File: config.mk
export PLATFORM = sky130hd
export DESIGN_NAME = sorted_priority_queue_core
export DESIGN_NICKNAME = d
export VERILOG_FILES = /design/src/sv/spq_pkg.sv /design/src/sv/spq_cell.sv /design/src/sv/sorted_priority_queue_core.sv
export VERILOG_INCLUDE_DIRS = /design/src /design/src/sv
export SDC_FILE = /design/constraint.sdc
export NUM_CORES = 2
export LEC_CHECK = 0
export BUFFER_PORTS_ARGS = -buffer_cell sky130_fd_sc_hd__buf_2
export CAP_MARGIN = 20
export CELL_PAD_IN_SITES_DETAIL_PLACEMENT = 2
export CELL_PAD_IN_SITES_GLOBAL_PLACEMENT = 2
export CORE_ASPECT_RATIO = 0.75
export CORE_MARGIN = 8
export CORE_UTILIZATION = 35
export CTS_CLUSTER_SIZE = 30
export DETAILED_ROUTE_END_ITERATION = 12
export HOLD_SLACK_MARGIN = 0.1
export PLACE_DENSITY = 0.68
export SETUP_SLACK_MARGIN = 0.4
export SYNTH_ARGS = -nofsm -noshare
export SYNTH_HDL_FRONTEND = slang
export SYNTH_SLANG_ARGS = --single-unit
File: constraint.sdc
create_clock -name clk_i -period 4.3 [get_ports clk_i]
set_input_delay 0.645 -clock clk_i [delete_from_list [all_inputs] [get_ports clk_i]]
set_output_delay 0.645 -clock clk_i [all_outputs]
set_load 0.005 [all_outputs]
File: src/sv/sorted_priority_queue_core_macros.svh
// assertion macros shared by the priority queue rtl
// needs clk_i and rst_ni in the scope where a macro is used
`ifndef SORTED_PRIORITY_QUEUE_CORE_MACROS_SVH
`define SORTED_PRIORITY_QUEUE_CORE_MACROS_SVH

// property holds on every clock edge out of reset
`define SPQ_ASSERT(lbl, prop, msg) \
  lbl: assert property (@(posedge clk_i) disable iff (!rst_ni) (prop)) else $error(msg);

// antecedent implies consequent on the next clock edge
`define SPQ_ASSERT_NEXT(lbl, pre, post, msg) \
  lbl: assert property (@(posedge clk_i) disable iff (!rst_ni) (pre) |=> (post)) \
    else $error(msg);

`endif

File: src/sv/spq_pkg.sv
// types and constants for the sorted priority queue
// no dependencies
package spq_pkg;

  localparam int unsigned CAPACITY_DEF = 16;
  localparam int unsigned DATA_W       = 32;
  localparam int unsigned LIVE_W       = 5;

  typedef enum logic {
    KIND_INSERT,
    KIND_REMOVE
  } kind_e;

  typedef enum logic [1:0] {
    ST_OK,
    ST_OVERFLOW,
    ST_EMPTY
  } status_e;

  typedef struct packed {
    kind_e                    kind;
    logic signed [DATA_W-1:0] value;
  } in_item_t;

  typedef struct packed {
    status_e                  status;
    logic signed [DATA_W-1:0] removed_value;
    logic [LIVE_W-1:0]        live_count;
  } out_item_t;

  // command broadcast to every cell of the row
  typedef struct packed {
    logic                     ins;
    logic                     rem;
    logic signed [DATA_W-1:0] value;
  } cell_cmd_t;

endpackage

File: src/sv/spq_cell.sv
// one slot of the sorted row: holds an entry, shifts right on insert, left on remove
// depends on spq_pkg
module spq_cell (
  input  logic                             clk_i,
  input  spq_pkg::cell_cmd_t               cmd_i,
  input  logic                             live_i,
  input  logic                             left_shift_i,
  input  logic signed [spq_pkg::DATA_W-1:0] left_entry_i,
  input  logic signed [spq_pkg::DATA_W-1:0] right_entry_i,
  output logic                             shift_o,
  output logic signed [spq_pkg::DATA_W-1:0] entry_o
);
  import spq_pkg::*;

  logic signed [DATA_W-1:0] entry_q, entry_d;

  // live entry not smaller than the new value moves one slot right
  assign shift_o = live_i && (entry_q >= cmd_i.value);
  assign entry_o = entry_q;

  // pick next entry from left neighbor, new value or right neighbor
  always_comb begin
    entry_d = entry_q;
    if (cmd_i.ins) begin
      if (left_shift_i) begin
        entry_d = left_entry_i;
      end else if (shift_o || !live_i) begin
        entry_d = cmd_i.value;
      end
    end else if (cmd_i.rem) begin
      entry_d = right_entry_i;
    end
  end

  always_ff @(posedge clk_i) begin
    entry_q <= entry_d;
  end

endmodule

File: src/sv/sorted_priority_queue_core.sv
// sorted priority queue: one item per cycle while not stalled, result item
// registered the cycle after; every slot of the cell row compares and moves
// in parallel in the cycle the item is accepted, and the result register
// takes the item while the previous result waits only if it is being taken.
// reset clears the count and the result valid; entry slots keep no reset.
// depends on spq_pkg, spq_cell and sorted_priority_queue_core_macros.svh
`include "sorted_priority_queue_core_macros.svh"

module sorted_priority_queue_core #(
  parameter int unsigned CAPACITY = spq_pkg::CAPACITY_DEF
) (
  input  logic               clk_i,
  input  logic               rst_ni,
  input  logic               in_valid_i,
  output logic               in_stall_o,
  input  spq_pkg::in_item_t  in_item_i,
  output logic               out_valid_o,
  input  logic               out_stall_i,
  output spq_pkg::out_item_t out_item_o
);
  import spq_pkg::*;

  localparam int unsigned CW = $clog2(CAPACITY + 1);

  logic [CW-1:0]            count_q, count_d;
  logic                     out_valid_q;
  out_item_t                out_item_q, out_item_d;
  logic                     accept;
  logic                     full, empty;
  logic                     inc, dec;
  cell_cmd_t                cmd;
  logic [31:0]              count_ext;

  logic signed [DATA_W-1:0] entries [CAPACITY];
  logic                     shifts  [CAPACITY];
  logic                     live    [CAPACITY];

  // result register frees up when empty or being taken
  assign in_stall_o = out_valid_q && out_stall_i;
  assign accept     = in_valid_i && !in_stall_o;

  assign full  = (count_q == CW'(CAPACITY));
  assign empty = (count_q == '0);

  assign inc = accept && (in_item_i.kind == KIND_INSERT) && !full;
  assign dec = accept && (in_item_i.kind == KIND_REMOVE) && !empty;

  assign cmd.ins   = inc;
  assign cmd.rem   = dec;
  assign cmd.value = in_item_i.value;

  // row of cells
  for (genvar i = 0; i < CAPACITY; i++) begin : g_cell
    logic                     l_shift;
    logic signed [DATA_W-1:0] l_entry, r_entry;

    assign live[i] = (CW'(i) < count_q);

    if (i == 0) begin : g_first
      assign l_shift = 1'b0;
      assign l_entry = entries[i];
    end else begin : g_mid
      assign l_shift = shifts[i-1];
      assign l_entry = entries[i-1];
    end

    if (i == CAPACITY - 1) begin : g_last
      assign r_entry = entries[i];
    end else begin : g_rest
      assign r_entry = entries[i+1];
    end

    spq_cell u_cell (
      .clk_i         (clk_i),
      .cmd_i         (cmd),
      .live_i        (live[i]),
      .left_shift_i  (l_shift),
      .left_entry_i  (l_entry),
      .right_entry_i (r_entry),
      .shift_o       (shifts[i]),
      .entry_o       (entries[i])
    );
  end

  // count update and result item
  always_comb begin
    count_d = count_q;
    if (inc) begin
      count_d = count_q + CW'(1);
    end else if (dec) begin
      count_d = count_q - CW'(1);
    end
    count_ext = 32'(count_d);

    out_item_d.status        = ST_OK;
    out_item_d.removed_value = '0;
    out_item_d.live_count    = count_ext[LIVE_W-1:0];
    if (in_item_i.kind == KIND_INSERT) begin
      if (full) begin
        out_item_d.status = ST_OVERFLOW;
      end
    end else begin
      if (empty) begin
        out_item_d.status = ST_EMPTY;
      end else begin
        out_item_d.removed_value = entries[0];
      end
    end
  end

  // control state
  always_ff @(posedge clk_i or negedge rst_ni) begin
    if (!rst_ni) begin
      count_q     <= '0;
      out_valid_q <= 1'b0;
    end else begin
      count_q <= count_d;
      if (accept) begin
        out_valid_q <= 1'b1;
      end else if (!out_stall_i) begin
        out_valid_q <= 1'b0;
      end
    end
  end

  // result payload
  always_ff @(posedge clk_i) begin
    if (accept) begin
      out_item_q <= out_item_d;
    end
  end

  assign out_valid_o = out_valid_q;
  assign out_item_o  = out_item_q;

  // checks
  `SPQ_ASSERT(a_count_bound, count_q <= CW'(CAPACITY), "count above capacity")
  `SPQ_ASSERT(a_stall_needs_result, !in_stall_o || out_valid_q,
              "stall without pending result")
  `SPQ_ASSERT_NEXT(a_insert_counts, inc, count_q == $past(count_q) + CW'(1),
                   "insert not counted")
  `SPQ_ASSERT_NEXT(a_remove_counts, dec, count_q == $past(count_q) - CW'(1),
                   "remove not counted")
  `SPQ_ASSERT(a_empty_result,
              !(out_valid_q && out_item_q.status == ST_EMPTY) ||
              (out_item_q.removed_value == '0 && out_item_q.live_count == '0),
              "empty remove result wrong")

endmodule

==> results.md <==
- MaxCap Viol Count: 0
- H-tree lvl count: 3
- Fmax: 0.283 GHz
- Total track usage: 27.6%
- Worst-path clk slew: around 0.060 ns
- Clock Path Buffers: 3
- CORE AREA: between 0.1 and 0.15 mm2
- Vias: 34.5k
- Setup crit end kind: flop
- Sequential share of the synthesized area: 43.1%
- Synthesized area: 0.0387 mm2
- Die Width: 400 um
- Post-synth EDFFs: 551
- Rows: between 100 and 150
- Rel. slew slack: 37.4%
- # clock sinks: 557
- Syn Nets: 4409
- Initial Utilization: between 30% and 40%
- Worst vdd rail ir drop: 0.319 mV
- Fillers: 11.6k
- Router iterations before antenna repair: 5
- Vias/cell: 6.22
- Class of the worst hold path: input port to flop
- RSZ-0062 raised after global routing: false
- Mean Syn Cell Area: 10.0 um2
- Placed Instances: 5413
- Total gr overflow: 0
- DRC viols: 0
- Sw Share: 39.9%
- Wire per inst: 31.2 um
- Yosys reg bits: 557
- Layout area overhead: 16.1%
- Largest net degree at the start of global routing: 117
- Die footprint: 0.122 mm2
- Placed cell area: 0.0428 mm2
- Share of layout cells above drive strength 1: 12.6%
- Top Ports: 78
- Post-route clock period utilization: around 80%
- Met2 usage in global routing: 39.9%
- CTS tree: built
- Leakage power figure: 18.4 nW
- Routed WL: 173000 um
- Actual slew at the worst max-slew pin: 0.935 ns
- Pwr Total: approximately 22 mW
- Grt peak-use layer: met1
- Antenna violations before repair: 11
- TritonCTS Buffers: 70
- CP Class: flop to flop
- Port Buf Inserts: 77
- Seq pwr share: between 30% and 40%
- Die height: 304 um
- Crit path arrival time: 3.88 ns
- Final instance area: roughly 0.045 mm2
- Power Density: ~500 mW/mm2
- Unique masters post-synth: between 60 and 70
- Post-Layout Cell Count: 5540
- Sw power: 8.90 mW
- Worst setup SP type: flop
- Clock latency on the worst-skew pair: between 0.6 and 0.7 ns
- Most common cell after layout, fill and taps aside: edfxtp_1
- Share of synthesized registers carrying an async set or reset: 1.08%
- Post-CTS Resized: 0
- Worst Skew: 0.0213 ns
- Final hold violations: 0
- Clock network fraction of design power: 26.3%
- Met1 usage: 42.2%
- Outcome: finished clean
- Final Wtd Congestion: 0.900
- DRT iter0 DRCs: 3086
- Syn Inst Count: roughly 3.9k
- Number of global-route vias before repair: 35.4k
- Most common flop cell mapped by yosys: edfxtp_1
- Setup_tns: 0 ns
- DP Wirelength: 133000 um
- Required @ worst endpoint: between 4 and 5 ns
- Synth warnings: 0
- Final Util: between 40% and 50%
- Worst-path maximum fanout: 9
- Met3 Usage GRT: 4.95%
- Root Driver: clkbuf_16
- Internal power: 13.4 mW
- Final Critical Period: around 3.5 ns
- First-pass GRT wire length: 250000 um
- Final nets: 4594
- Antenna Nets Post-Route: 0
- Most frequent cells in the layout: edfxtp_1 (551), ha_1 (515), nand2_1 (480)
- Slew Limit Fails: 0
- Finish-stage setup viols: 0
- Comb power frac: 38.3%
[timing repair]
item / CTS / global route
hold buffers: 1 / 0
hold endpoints to repair: 6 / 0
endpoints found under the setup margin: 0 / 0
buffers inserted: 0 / 0
[flip-flops by register name (all words and copies together), names as in the netlist]
| name | flops |
|---|---|
| out_item_o | 39 |
| g_cell.u_cell.entry_o | 512 |
| out_valid_o | 1 |
| count_q | 5 |
[through the flow]
stage | setup WS, ns | hold WS, ns
global placement | 0.254 | 0.517
CTS | 0.801 | 0.185
global route | 0.647 | 0.208
detailed placement | 0.135 | 0.515
finish | 0.760 | 0.222
floorplan | 0.377 | 0.349
[synth_stat cells (5+ instances only)]
library cell  number  area [um2]
edfxtp_1         551       16500
ha_1             515        6440
nand2_1          481        1810
a21oi_1          452        2260
nand3_1          261        1310
nor2_1           248         931
o211ai_1         223        1670
mux2i_1          162        1620
clkbuf_1         152         571
nand4_1           95         594
inv_1             74         278
a21o_1            72         541
o21ai_0           72         360
nor3_1            55         275
buf_2             47         235
and2_1            35         219
o22ai_1           34         213
a211o_1           32         280
mux2_1            21         236
a31oi_1           19         119
o221ai_1          19         166
buf_4             16         120
nand2b_1          16         100
nor2b_1           15        93.8
a211oi_1          14         105
and4_1            14         123
buf_6             11         124
mux2_2            11         124
a22oi_1            9        67.6
buf_1              9        33.8
nor4_1             8        50.1
o21a_1             8        60.1
or4_1              8        60.1
a221o_1            7        70.1
or2_2              7        43.8
a21boi_0           6        45.0
a221oi_2           6        90.1
a2bb2oi_1          6        52.6
dfrtp_1            6         150
or3_1              6        37.5
xor2_1             6        52.6
a2111o_1           5        56.3
o31ai_1            5        37.5
[cells by family after synthesis]
logic type / Yosys count / synth area share, %
AOI/OAI and AO/OA: 1013 / 16.6
adders and majority gates: 515 / 16.6
DFF: 557 / 43.1
and+or+nand+nor: 1259 / 14.8
xor gates and xnor gates: 10 / 0.226
buffers and inverters: 309 / 3.51
muxes: 194 / 5.12
[per-layer routing]
layer	routed length, um	vias to the layer above	part of all wire [%]
li1	-	15100	-
met4	4340	4	2.5
met3	13900	232	8.0
met2	71500	1264	41
met5	26	-	0.015
met1	83300	17900	48
[critical path: stages (launching register included)]
cell and delay [ns]:
edfxtp_1 0.47, ha_1 0.38, and4_1 0.23, nand2_1 0.10, nor3_1 0.54, a221oi_2 0.15, xor2_1 0.48, nor3_1 0.24
a31oi_4 0.32, buf_4 0.31
[final cells by class]
class                   instances  area, um2  share of cell area [%]
multi-input cells            2991      21000                    46.7
repair buffers                348       3060                    6.81
diodes                          3       7.51                  0.0167
well taps                    1444       1810                    4.02
clock inverters                30        253                   0.562
flip-flops and latches        557      16700                    37.1
inverters                      74        278                   0.618
clock buffers                  93       1880                    4.18
[path summary, 6_finish.rpt]
check / start / endpoint / slack, ns / cells after the start
worst min register to register: out_valid_o / out_valid_o / 0.54 / 2
min in group asynchronous: rst_ni / count_q[2] / 0.38 / 2
worst max register to register: g_cell[11].u_cell.entry_o[31] / g_cell[11].u_cell.entry_o[0] / 0.76 / 9
worst min-delay path: in_valid_i / out_valid_o / 0.22 / 2
max in group asynchronous: rst_ni / count_q[0] / 3.72 / 2
worst max-delay path: g_cell[11].u_cell.entry_o[31] / g_cell[11].u_cell.entry_o[0] / 0.76 / 9
[power by group through the flow]
| stage | Clock [mW] | Sequential, mW | Combinational [mW] |
|---|---|---|---|
| after floorplan | 0 | 7.57 | 5.08 |
| after global placement | 0 | 7.95 | 8.06 |
| after detailed placement | 0 | 7.97 | 8.38 |
| after CTS | 6.04 | 7.87 | 8.43 |
| after global routing | 6.20 | 7.95 | 9.07 |
| final | 5.88 | 7.89 | 8.54 |
Power figures use the tool's default switching activity.
